[src/stkil_pkg.sv]
package stkil_pkg;

	// Storage and field geometry.
	localparam int MAX_ENTRIES = 64;
	localparam int KEY_BITS    = 32;
	localparam int HANDLE_BITS = 16;
	localparam int IDX_W       = 6;
	localparam int CAP_W       = 7;
	localparam int STORED_W    = 7;
	localparam int OP_W        = 2;

	// One spare row holds the entry pushed past the end before eviction.
	localparam int ADDR_W  = $clog2(MAX_ENTRIES + 1);
	localparam int CNT_W   = $clog2(MAX_ENTRIES + 1);
	localparam int ENTRY_W = KEY_BITS + HANDLE_BITS;

	// Stream payload widths, padded to whole bytes.
	localparam int IN_RAW_W  = KEY_BITS + HANDLE_BITS + IDX_W;
	localparam int IN_W      = ((IN_RAW_W + 7) / 8) * 8;
	localparam int OUT_RAW_W = KEY_BITS + 2 * HANDLE_BITS + 2 + STORED_W;
	localparam int OUT_W     = ((OUT_RAW_W + 7) / 8) * 8;

	localparam logic [CAP_W-1:0] CAP_RESET = CAP_W'(64);

	typedef enum logic [OP_W-1:0] {
		OP_INSERT = 2'd0,
		OP_READ   = 2'd1,
		OP_CLEAR  = 2'd2,
		OP_NONE   = 2'd3
	} op_t;

	// Commands from the controller to the datapath.
	typedef struct packed {
		logic load;
		logic shift;
		logic place_mid;
		logic place_zero;
		logic finish;
	} ctrl_cmd_t;

	// Status from the datapath to the controller.
	typedef struct packed {
		op_t  in_op;
		logic count_zero;
		logic key_ge;
		logic ptr_zero;
		logic out_free;
	} dp_status_t;

endpackage

[src/stkil_ctrl.sv]
module stkil_ctrl
	import stkil_pkg::*;
(
	input  logic       clk,
	input  logic       arst_n,
	input  logic       s_tvalid,
	output logic       s_tready,
	input  dp_status_t status,
	output ctrl_cmd_t  cmd
);

	typedef enum logic [3:0] {
		ST_IDLE   = 4'b0001,
		ST_SCAN   = 4'b0010,
		ST_PLACE  = 4'b0100,
		ST_FINISH = 4'b1000
	} state_t;

	state_t state_q, state_d;

	// State register.
	always_ff @(posedge clk or negedge arst_n) begin
		if (!arst_n) begin
			state_q <= ST_IDLE;
		end else begin
			state_q <= state_d;
		end
	end

	// Next state and command decode.
	always_comb begin
		state_d  = state_q;
		cmd      = '0;
		s_tready = 1'b0;
		unique case (state_q)
			ST_IDLE: begin
				s_tready = 1'b1;
				if (s_tvalid) begin
					cmd.load = 1'b1;
					if (status.in_op == OP_INSERT) begin
						state_d = status.count_zero ? ST_PLACE : ST_SCAN;
					end else begin
						state_d = ST_FINISH;
					end
				end
			end
			ST_SCAN: begin
				// Walk down from the tail, moving each larger-or-equal entry up one row.
				if (status.key_ge) begin
					cmd.shift = 1'b1;
					if (status.ptr_zero) begin
						state_d = ST_PLACE;
					end
				end else begin
					cmd.place_mid = 1'b1;
					state_d       = ST_FINISH;
				end
			end
			ST_PLACE: begin
				cmd.place_zero = 1'b1;
				state_d        = ST_FINISH;
			end
			ST_FINISH: begin
				if (status.out_free) begin
					cmd.finish = 1'b1;
					state_d    = ST_IDLE;
				end
			end
			default: begin
				state_d = ST_IDLE;
			end
		endcase
	end

endmodule

[src/stkil_datapath.sv]
module stkil_datapath
	import stkil_pkg::*;
(
	input  logic             clk,
	input  logic             arst_n,
	input  logic [IN_W-1:0]  s_tdata,
	input  logic [OP_W-1:0]  s_tuser,
	output logic             m_tvalid,
	input  logic             m_tready,
	output logic [OUT_W-1:0] m_tdata,
	input  logic             cfg_wr_en,
	input  logic [CAP_W-1:0] cfg_wr_data,
	input  ctrl_cmd_t        cmd,
	output dp_status_t       status
);

	// Entry store, with one spare row above the largest capacity.
	logic [ENTRY_W-1:0] mem [0:MAX_ENTRIES];

	logic [CAP_W-1:0]       cap_q;
	logic [CNT_W-1:0]       count_q;
	op_t                    op_q;
	logic [KEY_BITS-1:0]    key_q;
	logic [HANDLE_BITS-1:0] handle_q;
	logic [IDX_W-1:0]       idx_q;
	logic [ADDR_W-1:0]      ptr_q;
	logic                   first_q;
	logic [HANDLE_BITS-1:0] last_handle_q;
	logic [ENTRY_W-1:0]     rd_entry_q;

	logic [KEY_BITS-1:0]    res_key_q;
	logic [HANDLE_BITS-1:0] res_handle_q;
	logic                   res_hit_q;
	logic                   res_ev_q;
	logic [HANDLE_BITS-1:0] res_ev_handle_q;
	logic [STORED_W-1:0]    res_count_q;

	logic [KEY_BITS-1:0]    in_key;
	logic [HANDLE_BITS-1:0] in_handle;
	logic [IDX_W-1:0]       in_idx;
	op_t                    in_op;

	logic                   wr_en;
	logic [ADDR_W-1:0]      wr_addr;
	logic [ENTRY_W-1:0]     wr_data;
	logic                   rd_en;
	logic [ADDR_W-1:0]      rd_addr;
	logic [KEY_BITS-1:0]    rd_key;
	logic [CNT_W-1:0]       cap_eff;
	logic [CNT_W:0]         count_inc;
	logic                   over_cap;
	logic                   read_hit;
	logic                   do_hit;
	logic                   do_evict;
	logic [CNT_W-1:0]       count_next;

	// Unpack the input beat.
	assign in_key    = s_tdata[KEY_BITS-1:0];
	assign in_handle = s_tdata[KEY_BITS +: HANDLE_BITS];
	assign in_idx    = s_tdata[KEY_BITS + HANDLE_BITS +: IDX_W];
	assign in_op     = op_t'(s_tuser);

	assign rd_key = rd_entry_q[ENTRY_W-1 -: KEY_BITS];

	// Capacity is clamped to the range the store can hold.
	always_comb begin
		if (cap_q == '0) begin
			cap_eff = CNT_W'(1);
		end else if (int'(cap_q) > MAX_ENTRIES) begin
			cap_eff = CNT_W'(MAX_ENTRIES);
		end else begin
			cap_eff = CNT_W'(cap_q);
		end
	end

	assign count_inc = {1'b0, count_q} + (CNT_W+1)'(1);
	assign over_cap  = count_inc > {1'b0, cap_eff};
	assign read_hit  = CNT_W'(idx_q) < count_q;
	assign do_hit    = (op_q == OP_READ) && read_hit;
	assign do_evict  = (op_q == OP_INSERT) && over_cap;

	// Count after the current item: inserts grow up to the capacity, a clear empties.
	assign count_next = (op_q == OP_INSERT) ? (over_cap ? cap_eff : count_inc[CNT_W-1:0]) :
		(op_q == OP_CLEAR) ? '0 : count_q;

	// Memory write port: shifted entries move up a row, the new entry lands in the gap.
	always_comb begin
		wr_en   = cmd.shift | cmd.place_mid | cmd.place_zero;
		wr_addr = cmd.place_zero ? '0 : ptr_q + ADDR_W'(1);
		wr_data = cmd.shift ? rd_entry_q : {key_q, handle_q};
	end

	// Memory read port: the tail or the requested row on accept, then the next row down.
	always_comb begin
		rd_en   = 1'b0;
		rd_addr = ptr_q - ADDR_W'(1);
		if (cmd.load) begin
			if (in_op == OP_READ) begin
				rd_en   = 1'b1;
				rd_addr = ADDR_W'(in_idx);
			end else if (in_op == OP_INSERT && count_q != '0) begin
				rd_en   = 1'b1;
				rd_addr = ADDR_W'(count_q - CNT_W'(1));
			end
		end else if (cmd.shift && ptr_q != '0) begin
			rd_en = 1'b1;
		end
	end

	always_ff @(posedge clk) begin
		if (wr_en) begin
			mem[wr_addr] <= wr_data;
		end
		if (rd_en) begin
			rd_entry_q <= mem[rd_addr];
		end
	end

	// Latched item fields and the scan pointer.
	always_ff @(posedge clk) begin
		if (cmd.load) begin
			op_q     <= in_op;
			key_q    <= in_key;
			handle_q <= in_handle;
			idx_q    <= in_idx;
			ptr_q    <= ADDR_W'(count_q - CNT_W'(1));
		end else if (cmd.shift) begin
			ptr_q <= ptr_q - ADDR_W'(1);
		end
		if (wr_en && first_q) begin
			last_handle_q <= wr_data[HANDLE_BITS-1:0];
		end
	end

	// The first write of an insert goes to the tail row; its handle is the eviction candidate.
	always_ff @(posedge clk or negedge arst_n) begin
		if (!arst_n) begin
			first_q <= 1'b0;
		end else if (cmd.load) begin
			first_q <= 1'b1;
		end else if (wr_en) begin
			first_q <= 1'b0;
		end
	end

	// Capacity register and entry count.
	always_ff @(posedge clk or negedge arst_n) begin
		if (!arst_n) begin
			cap_q   <= CAP_RESET;
			count_q <= '0;
		end else begin
			if (cfg_wr_en) begin
				cap_q <= cfg_wr_data;
			end
			if (cmd.finish) begin
				count_q <= count_next;
			end
		end
	end

	// Output valid flag.
	always_ff @(posedge clk or negedge arst_n) begin
		if (!arst_n) begin
			m_tvalid <= 1'b0;
		end else if (cmd.finish) begin
			m_tvalid <= 1'b1;
		end else if (m_tready) begin
			m_tvalid <= 1'b0;
		end
	end

	// Result register; read fields only on a read hit, eviction fields only on an insert.
	always_ff @(posedge clk) begin
		if (cmd.finish) begin
			res_key_q       <= do_hit ? rd_key : '0;
			res_handle_q    <= do_hit ? rd_entry_q[HANDLE_BITS-1:0] : '0;
			res_hit_q       <= do_hit;
			res_ev_q        <= do_evict;
			res_ev_handle_q <= do_evict ? last_handle_q : '0;
			res_count_q     <= STORED_W'(count_next);
		end
	end

	assign m_tdata = {(OUT_W - OUT_RAW_W)'(0), res_count_q, res_ev_handle_q, res_ev_q,
		res_hit_q, res_handle_q, res_key_q};

	// Status back to the controller.
	always_comb begin
		status.in_op      = in_op;
		status.count_zero = count_q == '0;
		status.key_ge     = $signed(rd_key) >= $signed(key_q);
		status.ptr_zero   = ptr_q == '0;
		status.out_free   = !m_tvalid || m_tready;
	end

endmodule

[src/sorted_top_k_insert_list_core.sv]
// Read, clear and idle opcodes go from idle to the finish state, which registers the result.
// An insert shifts up each stored entry whose key is not below the new key, then places it.
// A new item is accepted only after the current one has finished.
// Reset (arst_n low, asynchronous) empties the list and sets capacity to 64.
// Entry memory contents are not cleared; rows at or above the count are never returned.
module sorted_top_k_insert_list_core
	import stkil_pkg::*;
(
	input  logic             clk,
	input  logic             arst_n,
	input  logic             s_tvalid,
	output logic             s_tready,
	// Fields from bit 0: new_key[31:0], new_handle[47:32], read_index[53:48], zero pad.
	input  logic [IN_W-1:0]  s_tdata,
	// Fields from bit 0: opcode[1:0].
	input  logic [OP_W-1:0]  s_tuser,
	output logic             m_tvalid,
	input  logic             m_tready,
	// Fields from bit 0: result_key[31:0], result_handle[47:32], result_hit[48],
	// evicted[49], evicted_handle[65:50], stored_count[72:66], zero pad.
	output logic [OUT_W-1:0] m_tdata,
	input  logic             cfg_wr_en,
	input  logic [CAP_W-1:0] cfg_wr_data
);

	ctrl_cmd_t  cmd;
	dp_status_t status;

	stkil_ctrl u_ctrl (
		.clk      (clk),
		.arst_n   (arst_n),
		.s_tvalid (s_tvalid),
		.s_tready (s_tready),
		.status   (status),
		.cmd      (cmd)
	);

	stkil_datapath u_datapath (
		.clk         (clk),
		.arst_n      (arst_n),
		.s_tdata     (s_tdata),
		.s_tuser     (s_tuser),
		.m_tvalid    (m_tvalid),
		.m_tready    (m_tready),
		.m_tdata     (m_tdata),
		.cfg_wr_en   (cfg_wr_en),
		.cfg_wr_data (cfg_wr_data),
		.cmd         (cmd),
		.status      (status)
	);

endmodule

[config.mk]
export PLATFORM = sky130hd
export DESIGN_NAME = sorted_top_k_insert_list_core
export DESIGN_NICKNAME = d
export VERILOG_FILES = /design/src/stkil_pkg.sv /design/src/stkil_ctrl.sv /design/src/stkil_datapath.sv /design/src/sorted_top_k_insert_list_core.sv
export SDC_FILE = /design/constraint.sdc
export NUM_CORES = 2
export LEC_CHECK = 0
export BUFFER_PORTS_ARGS = -buffer_cell sky130_fd_sc_hd__buf_2
export CORE_MARGIN = 8
export CORE_UTILIZATION = 24
export DETAILED_ROUTE_END_ITERATION = 6
export PLACE_DENSITY = 0.48
export SLEW_MARGIN = 20
export SYNTH_ARGS = -nofsm -noshare
export SYNTH_HDL_FRONTEND = slang
export SYNTH_HIERARCHICAL = 1
export SYNTH_SLANG_ARGS = --single-unit
[constraint.sdc]
create_clock -name clk -period 10.35 [get_ports clk]
set_clock_uncertainty 0.1 [all_clocks]
set_input_delay 1.035 -clock clk [delete_from_list [all_inputs] [get_ports clk]]
set_output_delay 1.035 -clock clk [all_outputs]
set_load 0.005 [all_outputs]
==> results.json <==
{
  "yosys.cell_types.count": 73,
  "gpl.final_weighted_congestion": 0.769,
  "start_util_pct": 24.1,
  "layout-drive-gt1-share_pct": 11.6,
  "synth_largest_area_cell": "edfxtp_1",
  "cts_made_buffers": 356,
  "cts.clk_slew.worst_paths_ps": 60,
  "post-route-drc-count": 0,
  "placement.setup.worst_slack_ps": 3520,
  "rsz0062_at_grt": "false",
  "fillCellCount": 54700,
  "setup_tns_ps": 0,
  "worst_hold_endpoint": "u_datapath/key_q[27]",
  "hp-start": "s_tdata[27]",
  "power_frac_clock_pct": 25.6,
  "timing_hold_violations_final": 0,
  "rows": 271,
  "worstPathMaxFanout": 40,
  "commonest_cells_post_synth": "3320 x edfxtp_1, 1521 x nand2_1, 736 x a21oi_1",
  "routed-via-count": 74800,
  "synth.area.top_cells": "edfxtp_1 76%, mux2i_1 4.8%, nand2_1 4.4%",
  "wire_per_inst_um": 23.2,
  "dominantRegCellSynth": "edfxtp_1",
  "comb_power_share_pct": 39.9,
  "first_iter_violations": 6399,
  "cap_viol_max_count": 0,
  "route.detailed.vias_per_inst": 4.57,
  "yosys_register_bits": 3340,
  "power.total_mw": 47.6,
  "numPortBuffers": 142,
  "seq_power_share_pct": 34.5,
  "gr-usage-all-layers_pct": 12.7,
  "grt_first_pass_wirelength_mm": 541,
  "postLayoutSetupSlackWorst_ps": 3510,
  "total_leakage_power_nw": 49.5,
  "timing.reg2reg.worst_path_depth": 18,
  "total_switching_power_mw": 19.0,
  "design.core.area_um2": 544000,
  "cts_sinks": 3340,
  "hold_class": "input port to register",
  "worst-r2r-setup-slack_ps": 3510,
  "timing_worst_slew_pin_value_ps": 1180,
  "synth.most_common_cell": "edfxtp_1",
  "seq_area_frac_synth_pct": 76.6,
  "boundaryPins": 152,
  "routed_wl_mm": 380,
  "async_flop_share_pct": 0.599,
  "grt.overflow.total": 0,
  "fmaxAchievable_ghz": 0.146,
  "post-route-period-util_pct": 66.1,
  "clock_tree.htree_level_count": 5,
  "criticalPathCategory": "register to register",
  "initial_antenna_violation_count": 9,
  "final_antenna_net_count": 0,
  "hold_depth": 1,
  "setup_violation_total_in_the_final_timing_report": 0,
  "die_height_um": 754,
  "yosys.area.top_type_share_pct": 76.3,
  "syn_area_um2": 131000,
  "worstSkewPairLatency_ps": 940,
  "synth-warning-count": 6,
  "critical_path.endpoint_type": "register",
  "final_net_count": 8978,
  "vdd_drop_max_mv": 0.401,
  "drt_pre_antenna_iters": 5,
  "largest_net_degree_at_the_start_of_global_routing": 176,
  "grt_pass1_vias": 72700,
  "fp.dieW_um": 754,
  "internal-power_mw": 28.6,
  "synth_enable_flop_cells": 3320,
  "final-max-slew-violation-count": 0,
  "crit_required_ps": 10790,
  "regToRegEndpoint": "u_datapath/mem[39][22]",
  "power.density_nw_per_um2": 313,
  "postSynthCellCount": 8668,
  "timing.final.crit_period_ps": 6840,
  "result_of_the_run": "finished clean",
  "die_area_um2": 569000,
  "clockRootBuffer": "clkbuf_16",
  "slew_limit_headroom_pct": 21.1,
  "timing.critical_path.from_type": "register",
  "p_sw_share_pct": 39.9,
  "cts_setup_buffers": 0,
  "cts_tree": "built",
  "cts_buffer_depth": 4,
  "avgSynthCellArea_um2": 15.1,
  "hpwlAfterDp_mm": 207,
  "worst-endpoint-arrival_ps": 7280,
  "area_delta_synth_final_pct": 16.5,
  "origin_of_the_critical_flop_to_flop_path": "u_datapath/key_q[9]"
}
==> metrics by stage <==
stage | area (um^2) | cells | utilization, % | hold WS (ps)
floorplan | 131000 | 8674 | - | 342
global placement | 141000 | 15700 | 26.0 | 352
detailed placement | 141000 | 15700 | 26.0 | 358
CTS | 152000 | 16400 | 28.0 | 75.4
global route | 152000 | 16400 | 28.0 | 126
finish | 152000 | 16400 | 28.0 | 172
==> final cells by class <==
class | count | area (um^2) | area share (%)
Sequential cell | 3340 | 100000 | 65.8
Inverter | 50 | 195 | 0.128
Timing Repair Buffer | 390 | 2900 | 1.91
Tap cell | 7234 | 9050 | 5.94
Antenna cell | 4 | 10.0 | 0.00657
Clock buffer | 449 | 9370 | 6.15
Clock inverter | 183 | 1600 | 1.05
Multi-Input combinational cell | 4722 | 29000 | 19.0
==> registers in the layout, indices dropped and copies added, names as in the netlist, 16 cells and up <==
signal,count
u_datapath/mem,3120
u_datapath/handle_q,16
u_datapath/res_key_q,32
u_datapath/rd_entry_q,48
u_datapath/key_q,32
u_datapath/res_ev_handle_q,16
u_datapath/res_handle_q,16
u_datapath/last_handle_q,16
==> logic make-up after synthesis <==
family          share of synthesized area (%)
buf+inv                                  2.22
mux                                      5.00
simple gates                             7.26
other cells                           0.00287
compound gates                           8.30
xor+xnor                                0.121
fa+ha+maj                               0.459
flops                                    76.6
==> power groups by stage <==
| stage | clock [mW] | combinational, mW | sequential, mW |
|---|---|---|---|
| 2_1_floorplan | 0 | 11.7 | 16.7 |
| 3_3_place_gp | 0 | 19.2 | 16.7 |
| 3_5_place_dp | 0 | 19.2 | 16.7 |
| 4_1_cts | 12.5 | 19.2 | 16.4 |
| 5_1_grt | 13.0 | 20.3 | 16.4 |
| 6_report | 12.2 | 19.0 | 16.4 |
==> cells in the final DEF (no fill, tap or decap), types with 10 or more instances in the layout <==
cell type / count
nand3_1: 159
o21ai_0: 133
bufinv_16: 19
clkbuf_1: 86
o21ai_1: 24
nor4_1: 113
mux2_2: 26
nand2_1: 1515
a32o_1: 49
a21o_1: 11
o22ai_1: 382
o31ai_1: 13
nor2b_1: 15
clkinv_2: 48
mux2i_1: 624
clkinv_1: 86
a32oi_1: 190
inv_6: 10
nor2_4: 70
edfxtp_1: 3320
nor2_1: 178
clkbuf_16: 360
nand2b_1: 14
buf_2: 142
nor3_1: 15
buf_12: 23
inv_1: 46
ha_1: 48
o21ai_4: 32
dfrtp_1: 18
a21boi_0: 95
nor4_2: 32
a21oi_1: 736
and2_1: 67
xnor2_1: 11
buf_4: 222
a211o_1: 48
==> repair_timing <==
item | in CTS | in global routing
gates resized for setup | 0 | 0
endpoints found under the setup margin | 0 | 0
hold buffers | 1 | 0
endpoints found under the hold margin | 18 | 0
==> worst max-delay path, stage by stage, from the launching register on <==
cell	delay [ps]
edfxtp_1	360
inv_1	120
ha_1	270
a21oi_1	140
nor2b_1	60
o21ai_0	160
nand2b_1	80
a2111oi_0	720
o221a_2	330
o211ai_1	130
mux2_2	570
nand2_1	220
inv_6	440
nor2_1	130
nor2_1	150
and3_1	190
nand2_1	580
nor2_4	900
buf_4	680
==> metal layers <==
metal	GRT usage [%]	part of all wire, %
met2	21.5	48
met5	0	0
met1	17.3	45
met3	1.51	4.5
met4	3.22	2.3
==> worst max-delay path by stage <==
stage / slack [ps] / startpoint / depth (start not counted) / endpoint
final: 3510 / u_datapath/key_q[9] / 18 / u_datapath/mem[39][22]
after detailed placement: 3520 / u_datapath/key_q[9] / 18 / u_datapath/mem[63][25]
after global placement: 3560 / s_tvalid / 13 / u_datapath/rd_entry_q[26]
after CTS: 3490 / u_datapath/key_q[9] / 18 / u_datapath/mem[63][33]
after floorplan: 2400 / u_datapath/rd_entry_q[47] / 14 / u_datapath/mem[64][0]
after global routing: 3200 / u_datapath/key_q[9] / 18 / u_datapath/mem[63][32]
Power figures use the tool's default switching activity.
